[config.mk]
export PLATFORM = sky130hd
export DESIGN_NAME = set_union_intersection_difference_unit_flat
export DESIGN_NICKNAME = d
export VERILOG_FILES = /design/src/rtl/suid_pkg.sv /design/src/rtl/suid_ifs.sv /design/src/rtl/suid_ram.sv /design/src/rtl/set_union_intersection_difference_unit.sv /design/src/flat_wrapper.sv
export SDC_FILE = /design/constraint.sdc
export NUM_CORES = 1
export LEC_CHECK = 0
export BUFFER_PORTS_ARGS = -buffer_cell sky130_fd_sc_hd__buf_2
export CAP_MARGIN = 30
export CORE_MARGIN = 5
export CORE_UTILIZATION = 35
export CTS_CLUSTER_SIZE = 12
export DETAILED_ROUTE_END_ITERATION = 12
export PLACE_DENSITY = 0.57
export SETUP_SLACK_MARGIN = 0.4
export SLEW_MARGIN = 20
export SYNTH_ARGS = -nofsm -noshare
export SYNTH_HDL_FRONTEND = slang
export SYNTH_HIERARCHICAL = 1
export SYNTH_SLANG_ARGS = --single-unit
export TNS_END_PERCENT = 1
[constraint.sdc]
create_clock -name clk -period 7.8 [get_ports clk]
set_input_delay 1.56 -clock clk [delete_from_list [all_inputs] [get_ports clk]]
set_output_delay 1.56 -clock clk [all_outputs]
set_load 0.02 [all_outputs]
[src/rtl/suid_pkg.sv]
// ----------------------------------------------------------------------------
// suid_pkg
// Shared types and constants for the set union / intersection / difference
// unit.
// ----------------------------------------------------------------------------
package suid_pkg;

	localparam int LIST_DEPTH = 16;
	localparam int MAX_OUT    = 32;
	localparam int DATA_W     = 32;
	localparam int IDX_W      = (LIST_DEPTH > 1) ? $clog2(LIST_DEPTH) : 1;
	localparam int CNT_W      = $clog2(LIST_DEPTH + 1);
	localparam int RES_W      = $clog2(MAX_OUT + 1);

	typedef enum logic [1:0] {
		KIND_APPEND_A = 2'd0,
		KIND_APPEND_B = 2'd1,
		KIND_COMPUTE  = 2'd2,
		KIND_CLEAR    = 2'd3
	} kind_t;

	typedef enum logic [1:0] {
		OP_UNION     = 2'd0,
		OP_INTERSECT = 2'd1,
		OP_DIFF      = 2'd2
	} op_t;

	typedef enum logic [2:0] {
		S_IDLE,
		S_CHECK,
		S_LOAD,
		S_SCAN,
		S_KEEP,
		S_FLUSH
	} state_t;

endpackage

[src/rtl/suid_ifs.sv]
// ----------------------------------------------------------------------------
// suid_ifs
// Valid/ready channels of the set unit: command beats in, result beats out.
// ----------------------------------------------------------------------------
interface suid_in_if;
	logic                                valid;
	logic                                ready;
	logic [1:0]                          kind;
	logic signed [suid_pkg::DATA_W-1:0]  value;

	modport source (output valid, output kind, output value, input ready);
	modport sink   (input valid, input kind, input value, output ready);
endinterface

interface suid_out_if;
	logic                                valid;
	logic                                ready;
	logic signed [suid_pkg::DATA_W-1:0]  element;
	logic                                last;
	logic                                empty_res;
	logic                                dropped;

	modport source (output valid, output element, output last, output empty_res,
		output dropped, input ready);
	modport sink   (input valid, input element, input last, input empty_res,
		input dropped, output ready);
endinterface

[src/rtl/suid_ram.sv]
// ----------------------------------------------------------------------------
// suid_ram
// Generic single-write, single-read RAM with a registered read port.
// ----------------------------------------------------------------------------
module suid_ram #(
	parameter int WIDTH = 32,
	parameter int DEPTH = 16
) (
	input  logic                                          clk,
	input  logic                                          we,
	input  logic [((DEPTH > 1) ? $clog2(DEPTH) : 1)-1:0]  waddr,
	input  logic [WIDTH-1:0]                              wdata,
	input  logic                                          re,
	input  logic [((DEPTH > 1) ? $clog2(DEPTH) : 1)-1:0]  raddr,
	output logic [WIDTH-1:0]                              rdata
);

	logic [WIDTH-1:0] mem_q [DEPTH];

	always_ff @(posedge clk) begin
		if (we) begin
			mem_q[waddr] <= wdata;
		end
	end

	always_ff @(posedge clk) begin
		if (re) begin
			rdata <= mem_q[raddr];
		end
	end

endmodule

[src/rtl/set_union_intersection_difference_unit.sv]
// ----------------------------------------------------------------------------
// set_union_intersection_difference_unit
// Two bounded lists A and B held in RAM; a compute beat emits the union,
// intersection or difference selected by the operation register.
// ----------------------------------------------------------------------------
// Append and clear beats act as soon as they are taken. A compute beat walks
// the outer list one entry at a time and, for every outer entry, scans the
// other list one entry per cycle through that list's single RAM read port,
// stopping at the first match. Union is A first, then each B value absent
// from A; intersection is each B value present in A; difference is each A
// value absent from B. Results leave through an output register, so the
// next command beat is taken while the final result still waits. An empty
// result comes out as one beat with empty_res set. List RAMs need no
// clearing pass: only entries below each fill count are ever read.
// ----------------------------------------------------------------------------
module set_union_intersection_difference_unit (
	input  logic              clk,
	input  logic              arst_n,
	suid_in_if.sink           items,
	suid_out_if.source        results,
	input  logic              cfg_we,
	input  logic [1:0]        cfg_wdata
);

	localparam int DW = suid_pkg::DATA_W;
	localparam int IW = suid_pkg::IDX_W;
	localparam int CW = suid_pkg::CNT_W;
	localparam int RW = suid_pkg::RES_W;

	suid_pkg::state_t state_q, state_d;

	logic [1:0]        operation_q;
	logic [CW-1:0]     count_a_q, count_b_q;
	logic              ovf_q;
	logic              copy_q, copy_d;
	logic              outer_b_q, outer_b_d;
	logic              want_q, want_d;
	logic [CW-1:0]     i_q, i_d;
	logic [CW-1:0]     j_q, j_d;
	logic              cmp_vld_s1, cmp_vld_d;
	logic [DW-1:0]     outer_q;
	logic [DW-1:0]     pend_q;
	logic              pend_vld_q, pend_vld_d;
	logic [RW-1:0]     res_cnt_q, res_cnt_d;

	logic              out_vld_q;
	logic [DW-1:0]     out_elem_q;
	logic              out_last_q, out_empty_q, out_drop_q;

	logic              in_fire, slot_free;
	logic              ld_outer, ld_pend, push, push_last, push_empty;
	logic              rd_outer, rd_inner, match;
	logic [CW-1:0]     outer_cnt, inner_cnt;

	logic              we_a, we_b, re_a, re_b;
	logic [IW-1:0]     raddr_a, raddr_b;
	logic [DW-1:0]     rdata_a, rdata_b, outer_rdata, inner_rdata;

	assign items.ready = (state_q == suid_pkg::S_IDLE);
	assign in_fire     = items.valid && items.ready;
	assign slot_free   = !out_vld_q || results.ready;

	assign outer_cnt   = outer_b_q ? count_b_q : count_a_q;
	assign inner_cnt   = outer_b_q ? count_a_q : count_b_q;
	assign outer_rdata = outer_b_q ? rdata_b : rdata_a;
	assign inner_rdata = outer_b_q ? rdata_a : rdata_b;

	assign we_a = in_fire && (items.kind == suid_pkg::KIND_APPEND_A)
		&& (count_a_q < CW'(suid_pkg::LIST_DEPTH));
	assign we_b = in_fire && (items.kind == suid_pkg::KIND_APPEND_B)
		&& (count_b_q < CW'(suid_pkg::LIST_DEPTH));

	assign re_a    = outer_b_q ? rd_inner : rd_outer;
	assign re_b    = outer_b_q ? rd_outer : rd_inner;
	assign raddr_a = outer_b_q ? j_q[IW-1:0] : i_q[IW-1:0];
	assign raddr_b = outer_b_q ? i_q[IW-1:0] : j_q[IW-1:0];

	suid_ram #(.WIDTH(DW), .DEPTH(suid_pkg::LIST_DEPTH)) u_ram_a (
		.clk   (clk),
		.we    (we_a),
		.waddr (count_a_q[IW-1:0]),
		.wdata (items.value),
		.re    (re_a),
		.raddr (raddr_a),
		.rdata (rdata_a)
	);

	suid_ram #(.WIDTH(DW), .DEPTH(suid_pkg::LIST_DEPTH)) u_ram_b (
		.clk   (clk),
		.we    (we_b),
		.waddr (count_b_q[IW-1:0]),
		.wdata (items.value),
		.re    (re_b),
		.raddr (raddr_b),
		.rdata (rdata_b)
	);

	always_ff @(posedge clk or negedge arst_n) begin
		if (!arst_n) begin
			state_q    <= suid_pkg::S_IDLE;
		end else begin
			state_q    <= state_d;
		end
	end

	always_comb begin
		state_d    = state_q;
		copy_d     = copy_q;
		outer_b_d  = outer_b_q;
		want_d     = want_q;
		i_d        = i_q;
		j_d        = j_q;
		cmp_vld_d  = 1'b0;
		pend_vld_d = pend_vld_q;
		res_cnt_d  = res_cnt_q;
		ld_outer   = 1'b0;
		ld_pend    = 1'b0;
		push       = 1'b0;
		push_last  = 1'b0;
		push_empty = 1'b0;
		rd_outer   = 1'b0;
		rd_inner   = 1'b0;
		match      = 1'b0;
		unique case (state_q)
			suid_pkg::S_IDLE: begin
				if (in_fire && (items.kind == suid_pkg::KIND_COMPUTE)) begin
					i_d        = '0;
					pend_vld_d = 1'b0;
					res_cnt_d  = '0;
					state_d    = suid_pkg::S_CHECK;
					case (operation_q)
						suid_pkg::OP_UNION: begin
							copy_d    = 1'b1;
							outer_b_d = 1'b0;
							want_d    = 1'b0;
						end
						suid_pkg::OP_INTERSECT: begin
							copy_d    = 1'b0;
							outer_b_d = 1'b1;
							want_d    = 1'b1;
						end
						suid_pkg::OP_DIFF: begin
							copy_d    = 1'b0;
							outer_b_d = 1'b0;
							want_d    = 1'b0;
						end
						default: begin
							state_d   = suid_pkg::S_FLUSH;
						end
					endcase
				end
			end
			suid_pkg::S_CHECK: begin
				if (i_q < outer_cnt) begin
					rd_outer = 1'b1;
					state_d  = suid_pkg::S_LOAD;
				end else if (copy_q) begin
					// advance to the B half of a union
					copy_d    = 1'b0;
					outer_b_d = 1'b1;
					want_d    = 1'b0;
					i_d       = '0;
				end else begin
					state_d   = suid_pkg::S_FLUSH;
				end
			end
			suid_pkg::S_LOAD: begin
				ld_outer = 1'b1;
				j_d      = '0;
				state_d  = copy_q ? suid_pkg::S_KEEP : suid_pkg::S_SCAN;
			end
			suid_pkg::S_SCAN: begin
				match = cmp_vld_s1 && (inner_rdata == outer_q);
				if (match) begin
					if (want_q) begin
						state_d = suid_pkg::S_KEEP;
					end else begin
						i_d     = i_q + CW'(1);
						state_d = suid_pkg::S_CHECK;
					end
				end else if (j_q < inner_cnt) begin
					rd_inner  = 1'b1;
					j_d       = j_q + CW'(1);
					cmp_vld_d = 1'b1;
				end else if (!cmp_vld_s1) begin
					if (want_q) begin
						i_d     = i_q + CW'(1);
						state_d = suid_pkg::S_CHECK;
					end else begin
						state_d = suid_pkg::S_KEEP;
					end
				end
			end
			suid_pkg::S_KEEP: begin
				if (!pend_vld_q || slot_free) begin
					push       = pend_vld_q;
					ld_pend    = 1'b1;
					pend_vld_d = 1'b1;
					res_cnt_d  = res_cnt_q + RW'(1);
					i_d        = i_q + CW'(1);
					if (res_cnt_q + RW'(1) == RW'(suid_pkg::MAX_OUT)) begin
						state_d = suid_pkg::S_FLUSH;
					end else begin
						state_d = suid_pkg::S_CHECK;
					end
				end
			end
			suid_pkg::S_FLUSH: begin
				if (slot_free) begin
					push       = 1'b1;
					push_last  = 1'b1;
					push_empty = !pend_vld_q;
					pend_vld_d = 1'b0;
					state_d    = suid_pkg::S_IDLE;
				end
			end
			default: begin
				state_d = suid_pkg::S_IDLE;
			end
		endcase
	end

	always_ff @(posedge clk or negedge arst_n) begin
		if (!arst_n) begin
			operation_q <= '0;
			count_a_q   <= '0;
			count_b_q   <= '0;
			ovf_q       <= 1'b0;
			copy_q      <= 1'b0;
			outer_b_q   <= 1'b0;
			want_q      <= 1'b0;
			i_q         <= '0;
			j_q         <= '0;
			cmp_vld_s1  <= 1'b0;
			pend_vld_q  <= 1'b0;
			res_cnt_q   <= '0;
			out_vld_q   <= 1'b0;
		end else begin
			if (cfg_we) begin
				operation_q <= cfg_wdata;
			end
			if (in_fire) begin
				case (items.kind)
					suid_pkg::KIND_APPEND_A: begin
						if (we_a) begin
							count_a_q <= count_a_q + CW'(1);
						end else begin
							ovf_q <= 1'b1;
						end
					end
					suid_pkg::KIND_APPEND_B: begin
						if (we_b) begin
							count_b_q <= count_b_q + CW'(1);
						end else begin
							ovf_q <= 1'b1;
						end
					end
					suid_pkg::KIND_CLEAR: begin
						count_a_q <= '0;
						count_b_q <= '0;
						ovf_q     <= 1'b0;
					end
					default: begin
					end
				endcase
			end
			copy_q     <= copy_d;
			outer_b_q  <= outer_b_d;
			want_q     <= want_d;
			i_q        <= i_d;
			j_q        <= j_d;
			cmp_vld_s1 <= cmp_vld_d;
			pend_vld_q <= pend_vld_d;
			res_cnt_q  <= res_cnt_d;
			if (push) begin
				out_vld_q <= 1'b1;
			end else if (results.ready) begin
				out_vld_q <= 1'b0;
			end
		end
	end

	always_ff @(posedge clk) begin
		if (ld_outer) begin
			outer_q <= outer_rdata;
		end
		if (ld_pend) begin
			pend_q <= outer_q;
		end
		if (push) begin
			out_elem_q  <= push_empty ? '0 : pend_q;
			out_last_q  <= push_last;
			out_empty_q <= push_empty;
			out_drop_q  <= ovf_q;
		end
	end

	assign results.valid     = out_vld_q;
	assign results.element   = out_elem_q;
	assign results.last      = out_last_q;
	assign results.empty_res = out_empty_q;
	assign results.dropped   = out_drop_q;

endmodule

[src/flat_wrapper.sv]
// flat-port wrapper written by rule: the top's interface ports become plain ports
module set_union_intersection_difference_unit_flat 
  (clk, arst_n, cfg_we, cfg_wdata, items_valid, items_kind, items_value, items_ready, results_valid, results_element, results_last, results_empty_res, results_dropped, results_ready);
  suid_in_if items_i ();
  suid_out_if results_i ();
  input  logic clk;
  input  logic arst_n;
  input  logic cfg_we;
  input  logic [1:0] cfg_wdata;
  input wire logic [$bits(items_i.valid)-1:0] items_valid;
  input wire logic [$bits(items_i.kind)-1:0] items_kind;
  input wire logic [$bits(items_i.value)-1:0] items_value;
  output wire logic [$bits(items_i.ready)-1:0] items_ready;
  output wire logic [$bits(results_i.valid)-1:0] results_valid;
  output wire logic [$bits(results_i.element)-1:0] results_element;
  output wire logic [$bits(results_i.last)-1:0] results_last;
  output wire logic [$bits(results_i.empty_res)-1:0] results_empty_res;
  output wire logic [$bits(results_i.dropped)-1:0] results_dropped;
  input wire logic [$bits(results_i.ready)-1:0] results_ready;
  assign items_i.valid = items_valid;
  assign items_i.kind = items_kind;
  assign items_i.value = items_value;
  assign items_ready = items_i.ready;
  assign results_valid = results_i.valid;
  assign results_element = results_i.element;
  assign results_last = results_i.last;
  assign results_empty_res = results_i.empty_res;
  assign results_dropped = results_i.dropped;
  assign results_i.ready = results_ready;
  set_union_intersection_difference_unit u_core (.clk(clk), .arst_n(arst_n), .items(items_i), .results(results_i), .cfg_we(cfg_we), .cfg_wdata(cfg_wdata));
endmodule
---- Yosys cells after proc, flatten, opt, wreduce, memory -nomap -nowiden ----
Memories as Yosys holds them, arrays and structs flattened. A register that Yosys moved wholly into a read port is not among the register bits.
Cells that the tools add are included.
W data, S select, Z words.
storage, ports and cells
  logic and storage cells ................. 177
  bits in latches ......................... 0
  RAM bits ................................ 1024
  bits in registers ....................... 137
  memories kept ........................... 2
  memory bits (read-only) ................. 0
cells by class
  muxes and demuxes ....................... 80
  equality and inequality tests ........... 30
  $mul .................................... 0
  divide/modulo/power cells ............... 0
  reduce and logical (&&, ||, !) cells .... 36
  order comparisons ....................... 4
  bitwise gates (word level) .............. 0
  add/subtract/negate cells ............... 5
  shifts and indexed selects .............. 0
memories
  name                  depth  width  rd ports  clocked after memory_dff  wr ports  RTL line        text
  u_core.u_ram_a.mem_q  16     32     1         1                         1         suid_ram.sv:18  logic [WIDTH-1:0] mem_q [DEPTH];
  u_core.u_ram_b.mem_q  16     32     1         1                         1         suid_ram.sv:18
operator list
  kind                   count
  $mux W5                15
  $mux W32               2
  $mux W3                13
  $eq A32 B32 Y1         1
  $mux W1                32
  $pmux W5 S2            3
  $add A5 B1 Y5 const B  4
  $pmux W5 S4            1
  $pmux W3 S6            1
  $ne A3 B3 Y1 const B   5
  $ne A2 B2 Y1 const B   7
  $mux W6                2
  $pmux W1 S2            6
  $pmux W6 S2            1
  $reduce_and A3 Y1      4
  $reduce_and A4 Y1      3
  $reduce_bool A2 Y1     6
  $lt A5 B5 Y1           2
  $lt A5 B5 Y1 const B   2
  $reduce_and A9 Y1      1
  $mux W4                2
  $ne A2 B1 Y1 const B   4
  $logic_and A1 B1 Y1    7
  $add A6 B1 Y6 const B  1
  other kinds (19)       30

---- Longest topological paths before layout ----
  word-level depth ........................ 6
  mapped depth ............................ 14
  gate-level depth less buffers ........... 12

---- Modules after synthesis ----
Netlist, hierarchy kept.
by module, submodules not included
  module                                  area an instance (µm²)  seq. area each (µm²)  cells an instance  instances
  suid_ram at u_core.u_ram_a              20174.3                 16335.7               838                1
  suid_ram at u_core.u_ram_b              20155.6                 16335.7               838                1
  set_union_intersection_difference_unit  6806.5                  3923.8                530                1

---- Worst setup path before layout ----
Ideal clock, no wire load.
  path type ............................... input -> register
  start ................................... input port items_kind[1]
  end ..................................... memory u_core.u_ram_a.mem_q[0][0] (enable)
  buffers on the path ..................... 1
  stages on the path ...................... 4
  arrival time ............................ 5.316 ns
  setup time .............................. 0.461 ns
  setup slack ............................. 2.023 ns
  cell sequence ........................... clkbuf_1 -> nor4_1 -> or3b_2 -> nor3_1
between the ends
  word-level cells in the longest chain between the ends .. 5
ends and longest elaborated chain
  what                           RTL line                                      text
  start, declared                flat_wrapper.sv:11                            input wire logic [$bits(items_i.kind)-1:0] items_kind;
  $logic_not A2 Y1               set_union_intersection_difference_unit.sv:68  assign we_a = in_fire && (items.kind == suid_pkg::KIND_APPEND_A)
  $logic_and A1 B1 Y1            set_union_intersection_difference_unit.sv:68
  $logic_and A1 B1 Y1            set_union_intersection_difference_unit.sv:69  && (count_a_q < CW'(suid_pkg::LIST_DEPTH));
  named net u_core.we_a          set_union_intersection_difference_unit.sv:55  logic we_a, we_b, re_a, re_b;
  $mux W1                        suid_ram.sv:21                                if (we) begin
  $mux W1 (implied by the code)  suid_ram.sv:22                                mem_q[waddr] <= wdata;
  end, declared                  suid_ram.sv:18
The timed path passes the listed nets, and every way through them passes these cells.

---- Worst setup path in the final report ----
  start ................................... register u_core.outer_b_q
  end ..................................... register u_core.i_q[1]
between the ends
  word-level cells in the longest chain between the ends .. 5
  elaborated cells on any way between the ends .. 15
  those cells by class .................... order compare: 2; eq/ne: 6; mux: 5; reduce/logical: 2
ends and longest elaborated chain
  what                                                        RTL line                                       text
  start, declared                                             set_union_intersection_difference_unit.sv:36   logic outer_b_q, outer_b_d;
  start signal, assigned                                      set_union_intersection_difference_unit.sv:268  outer_b_q <= outer_b_d;
  $mux W32                                                    set_union_intersection_difference_unit.sv:66   assign inner_rdata = outer_b_q ? rdata_a : rdata_b;
  $eq A32 B32 Y1                                              set_union_intersection_difference_unit.sv:173  match = cmp_vld_s1 && (inner_rdata == outer_q);
  $logic_and A1 B1 Y1                                         set_union_intersection_difference_unit.sv:173
  $ne A3 B3 Y1 (no line), or another cell as far along        -
  $reduce_and A9 Y1 (no line) or $pmux W5 S4 (tied branches)  -
  end signal, assigned                                        set_union_intersection_difference_unit.sv:270  i_q <= i_d;
  end, declared                                               set_union_intersection_difference_unit.sv:38   logic [CW-1:0] i_q, i_d;
Several ways; a longest one is shown, not always the timed one.
A chain may end at the register's enable or synchronous reset.

==> out/metrics.yaml <==
power:
  vdd_drop_max_mv: 0.277
  p_leak_nw: 16.8
  p_per_area_mw_per_mm2: 333
clocking:
  post_cts_resized: 0
  clock_path_buffers: 3
  clkTransAtPathRegs_ns: 0.06
  cts-root-buf: "clkbuf_16"
  htreeDepth: 4
  cts_setup_buffers: 0
  clk_latency_ns: 0.73
  hold_buffers: 0
  cts_tree: "built"
  cts_buffers: 131
  cts_sinks: 1225
yosys:
  synth_common_cells: "edfxtp_1 (1,187), mux4_2 (256), a22oi_1 (131)"
  synth-async-reset-ratio: 0.0310
  synth_cell_types: 51
  synth_edf_count: 1187
  synth_top_flop_cell: "edfxtp_1"
  synth-seq-area-share: 0.776
  synth_area_leader_cell: "edfxtp_1"
  syn_inst: 2206
  synth.net_count: 2267
  post-synth-top-count-cell: "edfxtp_1"
  yosysTopAreaCellShare: 0.756
  netlist_area_mm2: 0.0471
  syn_avg_cell_area_um2: 21.4
  ys_top_cells_by_area: "edfxtp_1 (76%), mux4_2 (12%), a22oi_1 (2.1%)"
  yosysWarnings: 6
  yosys_register_bits: 1225
timing:
  setup_violations: 0
  timing.hold.ws_ns: 0.461
  tns_ns: 0
  worst_clock_skew_ns: 0.0231
  worst_pin_slew_ns: 0.940
  fmax_mhz: 211
  grt_setup_unrepaired: "no"
  hold_viol: 0
  slew-limit-headroom: 0.374
  post-route-period-util: 0.609
  slew_violations: 0
  min_period_ns: 4.75
setup_path:
  worst_setup_path_end_kind: "register"
  crit_type: "register to register"
  path_cells: "buf_4 > mux2i_1 > xnor2_1 > nor4_1 > nand4_1 > nor3_1 > inv_1 > ha_1 > nor2_1 > nand2_1 > o21ai_0 > o211a_1 > mux2i_1"
  critPathBufInv: 2
  arrival_ns: 5.39
  crit_path_end: "u_core/i_q[1]"
  path_delay_family: "simple AND/OR/NAND/NOR gates"
  startpoint_type: "register"
  r2r_setup_slack_ns: 3.05
  crit_top_cell: "mux2i_1"
  reg2reg_depth: 13
  critPathSlowestCell: "dfrtp_4"
  timing.rr.start: "u_core/outer_b_q"
  r2r_end: "u_core/i_q[1]"
  crit_start: "u_core/outer_b_q"
  critPathMaxStageDelay_ns: 0.98
  cp.required_ns: 8.45
  cp_max_fo: 51
  path_depth: 13
cells_and_area:
  fin_cells: 4214
  fillers: 11600
  drive_gt1_frac: 0.265
  nNetsFinal: 2429
  diodes: 0
  area_growth_syn_to_layout_pct: 14.5
  multi_input_area_mm2: 0.0103
  regArea_mm2: 0.0366
global_routing:
  grt_pass1_vias: 23000
  grt.overflow.total: 0
  grt_max_degree: 81
  grt_usage: 0.158
  antenna_found_initial: 6
  grt_pass1_wl_um: 163000
routing:
  drt_iter0_markers: 2215
  vias: 22700
  ant_nets: 0
  route.detailed.wl_per_inst_um: 26.8
  vias_per_cell: 5.40
  drc: 0
  dr.pass1.iters: 5
  wirelength_um: 113000
placement:
  place_inst: 4000
  globalplace.congestion: 0.808
  dp.final_hpwl_um: 65400
  port_buffers: 77
min_path:
  hold_class: "register to register"
  hold_path_depth: 0
die:
  boundaryPins: 78
  start_util: 0.353
  die-area_mm2: 0.142
  core_mm2: 0.134
  rows: 134
  fp.dieH_um: 377
  fp.dieW_um: 377
job:
  drv_cap: 0
run_status:
  status: "finished, final reports clean"
==> state kept, by name, indices dropped and copies added, names as in the netlist, 2 cells and up <==
signal                  flops
u_core/i_q                  5
u_core/state_q              3
u_core/u_ram_b/rdata       32
u_core/results.element     32
u_core/outer_q             32
u_core/operation_q          2
u_core/j_q                  5
u_core/u_ram_a/rdata       32
u_core/u_ram_a/mem_q      512
u_core/count_a_q            5
u_core/res_cnt_q            6
u_core/pend_q              32
u_core/u_ram_b/mem_q      512
u_core/count_b_q            5
==> logic make-up after synthesis <==
family,after synthesis,synth area share
xor gates and xnor gates,36,0.00669
DFF,1225,0.776
buffers and inverters,121,0.0127
AOI/OAI and AO/OA,207,0.0316
and+or+nand+nor,254,0.0255
adders and majority gates,20,0.00531
muxes,343,0.142
==> where the power goes <==
part / internal, W / switching, W / total (W)
clock network: 0.00331 / 0.00242 / 0.00572
logic: 0.00185 / 0.00230 / 0.00414
registers: 0.00775 / 0.000330 / 0.00808
==> metrics by stage <==
step	area [um^2]	power, W	worst slack (ns)	utilization
final	54000	0.0179	3.05	0.404
after global routing	54000	0.0187	2.77	0.404
after CTS	53900	0.0181	3.12	0.403
after detailed placement	50000	0.0124	3.02	0.374
after global placement	50000	0.0123	3.08	0.374
after floorplan	47100	0.0111	2.02	-
==> cells in the final DEF, fill, tap and decap left out, types with 14 or more instances in the layout <==
master,instances
inv_1,14
ha_1,20
mux2i_1,45
nor2_4,27
mux4_2,256
clkbuf_1,24
a21oi_1,18
buf_2,78
clkbuf_16,135
dfrtp_1,37
nand2_1,92
mux2_2,37
nor2_1,28
a22oi_1,131
xnor2_1,31
o21ai_0,19
buf_4,51
nor2b_1,39
clkinv_1,23
edfxtp_1,1187
==> layer usage <==
metal | part of all wire | track usage
met2 | 0.47 | 0.247
met4 | 0.027 | 0.0509
met3 | 0.076 | 0.0384
met5 | 0 | 0
met1 | 0.42 | 0.220
==> how the worst min path moves through the flow <==
stage,slack [ns],from,endpoint
2_1_floorplan,0.45,u_core/ovf_q,u_core/results.dropped
3_3_place_gp,0.46,u_core/outer_q[13],u_core/pend_q[13]
3_5_place_dp,0.47,u_core/outer_q[12],u_core/pend_q[12]
4_1_cts,0.46,u_core/outer_q[13],u_core/pend_q[13]
5_1_grt,0.47,u_core/outer_q[13],u_core/pend_q[13]
6_report,0.46,u_core/outer_q[13],u_core/pend_q[13]
==> worst register-to-register path, cell delays in order (launching register included) <==
cell     delay [ns]
dfrtp_4        0.98
buf_4          0.62
mux2i_1        0.30
xnor2_1        0.09
nor4_1         0.53
nand4_1        0.30
nor3_1         0.58
inv_1          0.11
ha_1           0.21
nor2_1         0.08
nand2_1        0.06
o21ai_0        0.22
o211a_1        0.34
mux2i_1        0.22
==> final cells by class <==
class,instances,area share
inverters,16,0.00111
clock inverters,49,0.00726
multi-input cells,860,0.191
clock buffers,162,0.0650
flip-flops and latches,1225,0.678
repair buffers,134,0.0162
well taps,1768,0.0410
Note: power is estimated with default switching activity, not from simulation.
